==> src/sv/sitds_pkg.sv <==
// ----------------------------------------------------------------------------
// sitds_pkg
// Shared widths, symbol codes and controller states for the signed integer
// to decimal symbol converter.
// ----------------------------------------------------------------------------
package sitds_pkg;

	localparam int VALUE_W           = 32;
	localparam int POS_W             = 4;
	localparam int SYM_W             = 4;
	localparam int BCD_W             = 4;
	localparam int DIGIT_LIMIT_DFLT  = 16;

	localparam logic [SYM_W-1:0] SYM_MINUS = 4'd10;
	localparam logic [SYM_W-1:0] SYM_TERM  = 4'd11;

	typedef enum logic [2:0] {
		ST_IDLE,
		ST_CONV,
		ST_SKIP,
		ST_MINUS,
		ST_DIGIT,
		ST_TERM
	} sitds_state_t;

endpackage

==> src/sv/sitds_in_if.sv <==
// ----------------------------------------------------------------------------
// sitds_in_if
// Input channel: one signed value per transaction.
// ----------------------------------------------------------------------------
interface sitds_in_if
	import sitds_pkg::*;
();
	logic               valid;
	logic               ready;
	logic [VALUE_W-1:0] value;

	modport source (output valid, output value, input ready);
	modport sink   (input valid, input value, output ready);
endinterface

==> src/sv/sitds_out_if.sv <==
// ----------------------------------------------------------------------------
// sitds_out_if
// Output channel: one symbol of the decimal string per transaction.
// ----------------------------------------------------------------------------
interface sitds_out_if
	import sitds_pkg::*;
();
	logic             valid;
	logic             ready;
	logic [POS_W-1:0] position;
	logic [SYM_W-1:0] symbol;
	logic             last;

	modport source (output valid, output position, output symbol, output last, input ready);
	modport sink   (input valid, input position, input symbol, input last, output ready);
endinterface

==> src/sv/sitds_bin2bcd.sv <==
// ----------------------------------------------------------------------------
// sitds_bin2bcd
// Shift-and-add-3 binary to BCD converter, one input bit per cycle.
// ----------------------------------------------------------------------------
module sitds_bin2bcd
	import sitds_pkg::*;
#(
	parameter int DIGITS = DIGIT_LIMIT_DFLT
) (
	input  logic                    clk,
	input  logic                    arst_n,
	input  logic                    start,
	input  logic [VALUE_W-1:0]      mag,
	output logic                    done,
	output logic [DIGITS*BCD_W-1:0] bcd
);

	localparam int CNT_W = $clog2(VALUE_W);

	logic [VALUE_W-1:0]      sh_q;
	logic [DIGITS*BCD_W-1:0] bcd_q;
	logic [DIGITS*BCD_W-1:0] adj;
	logic [CNT_W-1:0]        cnt_q;
	logic                    busy_q;
	logic                    done_q;

	// add 3 to every digit of 5 or more before the shift
	always_comb begin
		for (int i = 0; i < DIGITS; i++) begin
			if (bcd_q[i*BCD_W +: BCD_W] >= 4'd5)
				adj[i*BCD_W +: BCD_W] = bcd_q[i*BCD_W +: BCD_W] + 4'd3;
			else
				adj[i*BCD_W +: BCD_W] = bcd_q[i*BCD_W +: BCD_W];
		end
	end

	always_ff @(posedge clk or negedge arst_n) begin
		if (!arst_n) begin
			busy_q <= 1'b0;
			done_q <= 1'b0;
			cnt_q  <= '0;
		end else begin
			done_q <= 1'b0;
			if (start) begin
				busy_q <= 1'b1;
				cnt_q  <= '0;
			end else if (busy_q) begin
				cnt_q <= cnt_q + 1'b1;
				if (cnt_q == CNT_W'(VALUE_W - 1)) begin
					busy_q <= 1'b0;
					done_q <= 1'b1;
				end
			end
		end
	end

	always_ff @(posedge clk) begin
		if (start) begin
			sh_q  <= mag;
			bcd_q <= '0;
		end else if (busy_q) begin
			sh_q  <= {sh_q[VALUE_W-2:0], 1'b0};
			bcd_q <= {adj[DIGITS*BCD_W-2:0], sh_q[VALUE_W-1]};
		end
	end

	assign done = done_q;
	assign bcd  = bcd_q;

endmodule

==> src/sv/signed_int_to_decimal_symbols_top.sv <==
// ----------------------------------------------------------------------------
// signed_int_to_decimal_symbols_top
// Writes a signed 32-bit value as decimal text: optional minus, digits with
// no leading zeros, then a terminator carrying last.
// ----------------------------------------------------------------------------
//
//  channel | dir | payload                          | transaction
//  --------+-----+----------------------------------+------------------------
//  din     | in  | value[31:0] two's complement     | one value to convert
//  dout    | out | position[3:0] symbol[3:0] last   | one symbol of the text
//
// Steps per value: idle accept, BCD conversion, leading-zero scan, minus sign
//   when negative, one digit symbol per remaining digit, then the terminator.
// Reset: arst_n clears the controller and the output valid; no clearing pass.
// Stalls: a dout stall holds the symbol scan; din.ready is high only in idle,
//   and the next value is taken while the terminator still waits in dout.
//
module signed_int_to_decimal_symbols_top
	import sitds_pkg::*;
#(
	parameter int DIGIT_LIMIT = DIGIT_LIMIT_DFLT
) (
	input  logic         clk,
	input  logic         arst_n,
	sitds_in_if.sink     din,
	sitds_out_if.source  dout
);

	localparam int LEFT_W = $clog2(DIGIT_LIMIT + 1);
	localparam int BCDR_W = DIGIT_LIMIT * BCD_W;

	sitds_state_t state_q, state_d;

	logic [VALUE_W-1:0] raw;
	logic [VALUE_W-1:0] mag;
	logic               accept;
	logic               conv_done;
	logic [BCDR_W-1:0]  conv_bcd;

	logic               neg_q;
	logic [BCDR_W-1:0]  digits_q;
	logic [LEFT_W-1:0]  left_q;
	logic [POS_W-1:0]   pos_q;
	logic [BCD_W-1:0]   top_digit;
	logic               lead_zero;

	// output register
	logic               out_valid_q;
	logic [POS_W-1:0]   out_pos_q;
	logic [SYM_W-1:0]   out_sym_q;
	logic               out_last_q;
	logic               slot_free;

	// decoded controls
	logic               in_ready;
	logic               load;
	logic [SYM_W-1:0]   load_sym;
	logic               load_last;

	assign raw       = din.value;
	assign mag       = raw[VALUE_W-1] ? (~raw + VALUE_W'(1)) : raw;
	assign accept    = din.valid && in_ready;
	assign slot_free = !out_valid_q || dout.ready;

	assign top_digit = digits_q[BCDR_W-1 -: BCD_W];
	// a leading zero is dropped unless it is the only digit left
	assign lead_zero = (top_digit == '0) && (left_q > LEFT_W'(1));

	sitds_bin2bcd #(
		.DIGITS (DIGIT_LIMIT)
	) u_bin2bcd (
		.clk    (clk),
		.arst_n (arst_n),
		.start  (accept),
		.mag    (mag),
		.done   (conv_done),
		.bcd    (conv_bcd)
	);

	// ---- next state ----
	always_comb begin
		state_d = state_q;
		unique case (state_q)
			ST_IDLE:  if (din.valid) state_d = ST_CONV;
			ST_CONV:  if (conv_done) state_d = ST_SKIP;
			ST_SKIP:  if (!lead_zero) state_d = neg_q ? ST_MINUS : ST_DIGIT;
			ST_MINUS: if (slot_free) state_d = ST_DIGIT;
			ST_DIGIT: if (slot_free && left_q == LEFT_W'(1)) state_d = ST_TERM;
			ST_TERM:  if (slot_free) state_d = ST_IDLE;
			default:  state_d = ST_IDLE;
		endcase
	end

	// ---- controller outputs ----
	always_comb begin
		in_ready  = 1'b0;
		load      = 1'b0;
		load_sym  = top_digit;
		load_last = 1'b0;
		unique case (state_q)
			ST_IDLE:  in_ready = 1'b1;
			ST_CONV,
			ST_SKIP:  ;
			ST_MINUS: begin
				load     = slot_free;
				load_sym = SYM_MINUS;
			end
			ST_DIGIT: load = slot_free;
			ST_TERM: begin
				load      = slot_free;
				load_sym  = SYM_TERM;
				load_last = 1'b1;
			end
			default:  ;
		endcase
	end

	always_ff @(posedge clk or negedge arst_n) begin
		if (!arst_n) begin
			state_q     <= ST_IDLE;
			out_valid_q <= 1'b0;
		end else begin
			state_q <= state_d;
			if (load)
				out_valid_q <= 1'b1;
			else if (dout.ready)
				out_valid_q <= 1'b0;
		end
	end

	// datapath: sign, BCD scan register, digit count, string position
	always_ff @(posedge clk) begin
		if (accept)
			neg_q <= raw[VALUE_W-1];

		if (state_q == ST_CONV && conv_done) begin
			digits_q <= conv_bcd;
			left_q   <= LEFT_W'(DIGIT_LIMIT);
			pos_q    <= '0;
		end else if (state_q == ST_SKIP && lead_zero) begin
			digits_q <= {digits_q[BCDR_W-BCD_W-1:0], {BCD_W{1'b0}}};
			left_q   <= left_q - LEFT_W'(1);
		end else if (load && state_q == ST_DIGIT) begin
			digits_q <= {digits_q[BCDR_W-BCD_W-1:0], {BCD_W{1'b0}}};
			left_q   <= left_q - LEFT_W'(1);
			pos_q    <= pos_q + POS_W'(1);
		end else if (load && state_q == ST_MINUS) begin
			pos_q <= pos_q + POS_W'(1);
		end

		if (load) begin
			out_pos_q  <= pos_q;
			out_sym_q  <= load_sym;
			out_last_q <= load_last;
		end
	end

	assign din.ready     = in_ready;
	assign dout.valid    = out_valid_q;
	assign dout.position = out_pos_q;
	assign dout.symbol   = out_sym_q;
	assign dout.last     = out_last_q;

endmodule

==> src/flat_wrapper.sv <==
// flat-port wrapper written by rule: the top's interface ports become plain ports
module signed_int_to_decimal_symbols_top_flat import sitds_pkg::*;
#(
	parameter int DIGIT_LIMIT = DIGIT_LIMIT_DFLT
)
  (clk, arst_n, din_valid, din_value, din_ready, dout_valid, dout_position, dout_symbol, dout_last, dout_ready);
  sitds_in_if din_i ();
  sitds_out_if dout_i ();
  input  logic clk;
  input  logic arst_n;
  input wire logic [$bits(din_i.valid)-1:0] din_valid;
  input wire logic [$bits(din_i.value)-1:0] din_value;
  output wire logic [$bits(din_i.ready)-1:0] din_ready;
  output wire logic [$bits(dout_i.valid)-1:0] dout_valid;
  output wire logic [$bits(dout_i.position)-1:0] dout_position;
  output wire logic [$bits(dout_i.symbol)-1:0] dout_symbol;
  output wire logic [$bits(dout_i.last)-1:0] dout_last;
  input wire logic [$bits(dout_i.ready)-1:0] dout_ready;
  assign din_i.valid = din_valid;
  assign din_i.value = din_value;
  assign din_ready = din_i.ready;
  assign dout_valid = dout_i.valid;
  assign dout_position = dout_i.position;
  assign dout_symbol = dout_i.symbol;
  assign dout_last = dout_i.last;
  assign dout_i.ready = dout_ready;
  signed_int_to_decimal_symbols_top #(.DIGIT_LIMIT(DIGIT_LIMIT)) u_core (.clk(clk), .arst_n(arst_n), .din(din_i), .dout(dout_i));
endmodule
==> config.mk <==
export PLATFORM = sky130hd
export DESIGN_NAME = signed_int_to_decimal_symbols_top_flat
export DESIGN_NICKNAME = d
export VERILOG_FILES = /design/src/sv/sitds_pkg.sv /design/src/sv/sitds_in_if.sv /design/src/sv/sitds_out_if.sv /design/src/sv/sitds_bin2bcd.sv /design/src/sv/signed_int_to_decimal_symbols_top.sv /design/src/flat_wrapper.sv
export SDC_FILE = /design/constraint.sdc
export NUM_CORES = 1
export LEC_CHECK = 0
export BUFFER_PORTS_ARGS = -buffer_cell sky130_fd_sc_hd__clkbuf_2
export CORE_UTILIZATION = 65
export CTS_CLUSTER_SIZE = 8
export DETAILED_ROUTE_END_ITERATION = 10
export GPL_TIMING_DRIVEN = 0
export PLACE_DENSITY_LB_ADDON = 0.05
export SLEW_MARGIN = 25
export SYNTH_ARGS = -nofsm -noshare
export SYNTH_HDL_FRONTEND = slang
export SYNTH_HIERARCHICAL = 1
export SYNTH_SLANG_ARGS = --single-unit
==> constraint.sdc <==
create_clock -name clk -period 11.2 [get_ports clk]
set_clock_uncertainty 0.15 [all_clocks]
set_input_delay 0.56 -clock clk [delete_from_list [all_inputs] [get_ports clk]]
set_output_delay 0.56 -clock clk [all_outputs]
set_load 0.01 [all_outputs]
==> impl_metrics.env <==
export IMPL_status="complete, but fails checks"
export IMPL_violations="DRC"
export IMPL_antenna_cells=0
export IMPL_ant_nets=0
export IMPL_fmax_mhz=299
export IMPL_fp_dieH_um=127
export IMPL_drtIter0Drc=680
export IMPL_drc=1
export IMPL_post_drt_wl_per_cell_um=17.0
export IMPL_synth_top_area_share_pct=31.3
export IMPL_finalSetupTns_ns=0
export IMPL_grt_most_used_layer="met2"
export IMPL_grt_pass1_vias=7424
export IMPL_tritoncts="built"
export IMPL_worstSetupPathType="reg2reg"
export IMPL_placed_cells=1298
export IMPL_use_met3_pct=4.56
export IMPL_cap_violations=0
export IMPL_final_min_clock_period_ns=3.35
export IMPL_placementRows=45
export IMPL_ioPinCount=47
export IMPL_cts_buffer_depth=2
export IMPL_wl_um=22700
export IMPL_synthArstFlopShare_pct=5.79
export IMPL_fin_crit_sh_pct=29.9
export IMPL_synth_avg_cell_area_um2=9.56
export IMPL_slowest_stage="clkbuf_1"
export IMPL_path_buf_inv=5
export IMPL_worst_slew_pin_slew_ns=0.838
export IMPL_hold_class="in2reg"
export IMPL_synth_seq_cells=190
export IMPL_syn_nets=1137
export IMPL_portBuffers=46
export IMPL_synth_area_um2=10200
export IMPL_cp_max_fo=38
export IMPL_worst_slack_ns=7.85
export IMPL_cp_slowest_stage_delay_ns=0.55
export IMPL_crit_top_cell="clkbuf_1"
export IMPL_syn2layout_area_growth_pct=10.4
export IMPL_initial_core_util_pct=66.8
export IMPL_synth_edff_count=106
export IMPL_clkTransAtPathRegs_ns=0.07
export IMPL_ir_worst_vdd_v=0.000139
export IMPL_synth_top_area_cell="edfxtp_1"
export IMPL_grt_overflow=0
export IMPL_grt_pass1_wl_um=36100
export IMPL_fin_cells=1331
export IMPL_die_width_um=127
export IMPL_crit_path_end_kind="flip-flop"
export IMPL_setup_viol=0
export IMPL_root_buffer="clkbuf_16"
export IMPL_synthTopCellsByArea="edfxtp_1 31%, dfxtp_1 14%, nand2_1 8.3%"
export IMPL_final_nets=1204
export IMPL_postCtsSetupBuffers=0
export IMPL_grt_use_met2_pct=46.8
export IMPL_gp_congestion=0.875
export IMPL_netlist_instances=1063
export IMPL_ys_warn_count=6
export IMPL_cp_top_family="buffers and inverters"
export IMPL_grtUsageMet1_pct=39.3
export IMPL_startpoint_type="flip-flop"
export IMPL_htree_num_levels=4
export IMPL_vias=8065
export IMPL_firstDrtPassIters=8
export IMPL_grt_antenna_before_repair=0
export IMPL_grt_usage_pct=28.6
export IMPL_viasPerCell=6.06
export IMPL_ys_seq_area_share_pct=48.4
export IMPL_power_leakage_nw=4.39
export IMPL_cts_inserted_buffers=17
export IMPL_rsz0062_at_grt="no"
export IMPL_drive_gt1_share_pct=15.3
export IMPL_place_ws_ns=7.82
export IMPL_worst_hold_slack_ns=0.254
export IMPL_final_hold_viol_count=0
export IMPL_layout_commonest_cell="nand2_1"
export IMPL_numClockSinks=190
export IMPL_slew_headroom_pct=44.1
export IMPL_slew_violations=0
export IMPL_fp_coreArea_um2=15200
export IMPL_required_ns=11.22
export IMPL_yosysUniqueCellTypes=64
export IMPL_insertion_delay_ns=0.43
export IMPL_ys_flop_type="edfxtp_1"
export IMPL_layout_common_cells="225 x nand2_1, 106 x edfxtp_1, 73 x dfxtp_1"
export IMPL_grt_max_degree=39
export IMPL_die_area_um2=16100
export IMPL_dp_hpwl_um=15700
export IMPL_crit_arrival_ns=3.37
export IMPL_cp_cell_sequence="clkbuf_1 > inv_1 > nand3_1 > clkbuf_1 > clkbuf_1 > nand3_4 > buf_12"
export IMPL_power_density_nw_per_um2=220
sequential cells by signal, indices dropped and copies added, names as in the netlist:
| name | count |
|---|---|
| u_core/state_q | 3 |
| u_core/u_bin2bcd/cnt_q | 5 |
| u_core/neg_q | 1 |
| u_core/dout.position | 4 |
| u_core/left_q | 5 |
| u_core/u_bin2bcd/sh_q | 32 |
| u_core/u_bin2bcd/bcd | 64 |
| u_core/digits_q | 64 |
| u_core/u_bin2bcd/busy_q | 1 |
| u_core/u_bin2bcd/done | 1 |
| u_core/pos_q | 4 |
| u_core/dout.last | 1 |
| u_core/dout.valid | 1 |
| u_core/dout.symbol | 4 |
path summary, 6_finish.rpt:
kind	start	end	slack (ns)	cells past startpoint
max reg2reg	u_core/state_q[1]	u_core/digits_q[32]	7.85	7
max	u_core/state_q[1]	u_core/digits_q[32]	7.85	7
min in group asynchronous	arst_n	u_core/u_bin2bcd/cnt_q[1]	0.40	2
min	din_value[31]	u_core/neg_q	0.25	1
min reg2reg	u_core/pos_q[3]	u_core/dout.position[3]	0.31	0
max in group asynchronous	arst_n	u_core/u_bin2bcd/cnt_q[0]	10.26	2
power by group:
group	internal, mW	switching, mW
registers	0.922	0.181
logic	0.379	0.408
clock network	0.326	0.247
repair_timing:
action	in CTS	in global routing
hold endpoints to repair	11	0
hold buffers	1	0
gates resized for setup	0	0
worst reg2reg max path, delay by kind of cell (launching register included):
| kind | cells | cell delay [ns] |
|---|---|---|
| DFF | 1 | 0.34 |
| and+or+nand+nor | 2 | 0.71 |
| buffers and inverters | 5 | 1.85 |
routing by layer:
layer	up-vias	wire length, um
li1	3923	-
met1	3856	10400
met2	262	10700
met3	24	1260
met4	0	267
met5	-	0
cells by family (layout without fill, tap and decap cells):
logic type	count (synthesis)	after routing	share of synthesized area, %
flip-flops	190	190	48.4
multiplexers	38	38	4.13
adder cells (fa/ha/maj)	38	38	4.68
AND/OR/NAND/NOR	411	411	18.7
XOR/XNOR	35	35	3.02
AO/OA/AOI/OAI	234	234	16.2
buffers and inverters	117	197	4.90
per-stage QoR:
step,power (mW),util [%],cell area (um2)
floorplan,1.68,-,10200
global route,2.61,73.8,11200
finish,2.46,73.8,11200
detailed placement,1.87,70.1,10700
global placement,1.83,69.9,10600
CTS,2.45,73.8,11200
cell type report:
class                   count  area (um2)
flip-flops and latches    190        4920
multi-input cells         756        4760
well taps                 188         235
plain buffers              50         246
clock inverters             5        56.3
clock buffers              27         494
repair buffers             48         260
inverters                  67         251
fillers                  1121        3980
cell usage after synthesis (all sizes together) (8+ instances only):
cell type and instances:
a21bo 13, a21oi 56, a311oi 14, and2 10
buf 26, clkbuf 24, dfrtp 11, dfxtp 73
edfxtp 106, ha 38, inv 67, mux2 31
nand2 225, nand2b 12, nand3 24, nand4 14
nor2 48, nor3 25, o21ai 71, o22a 13
o22ai 14, o31ai 11, o32ai 14, o41ai 8
or3 19, xnor2 33
Power figures use the tool's default switching activity.
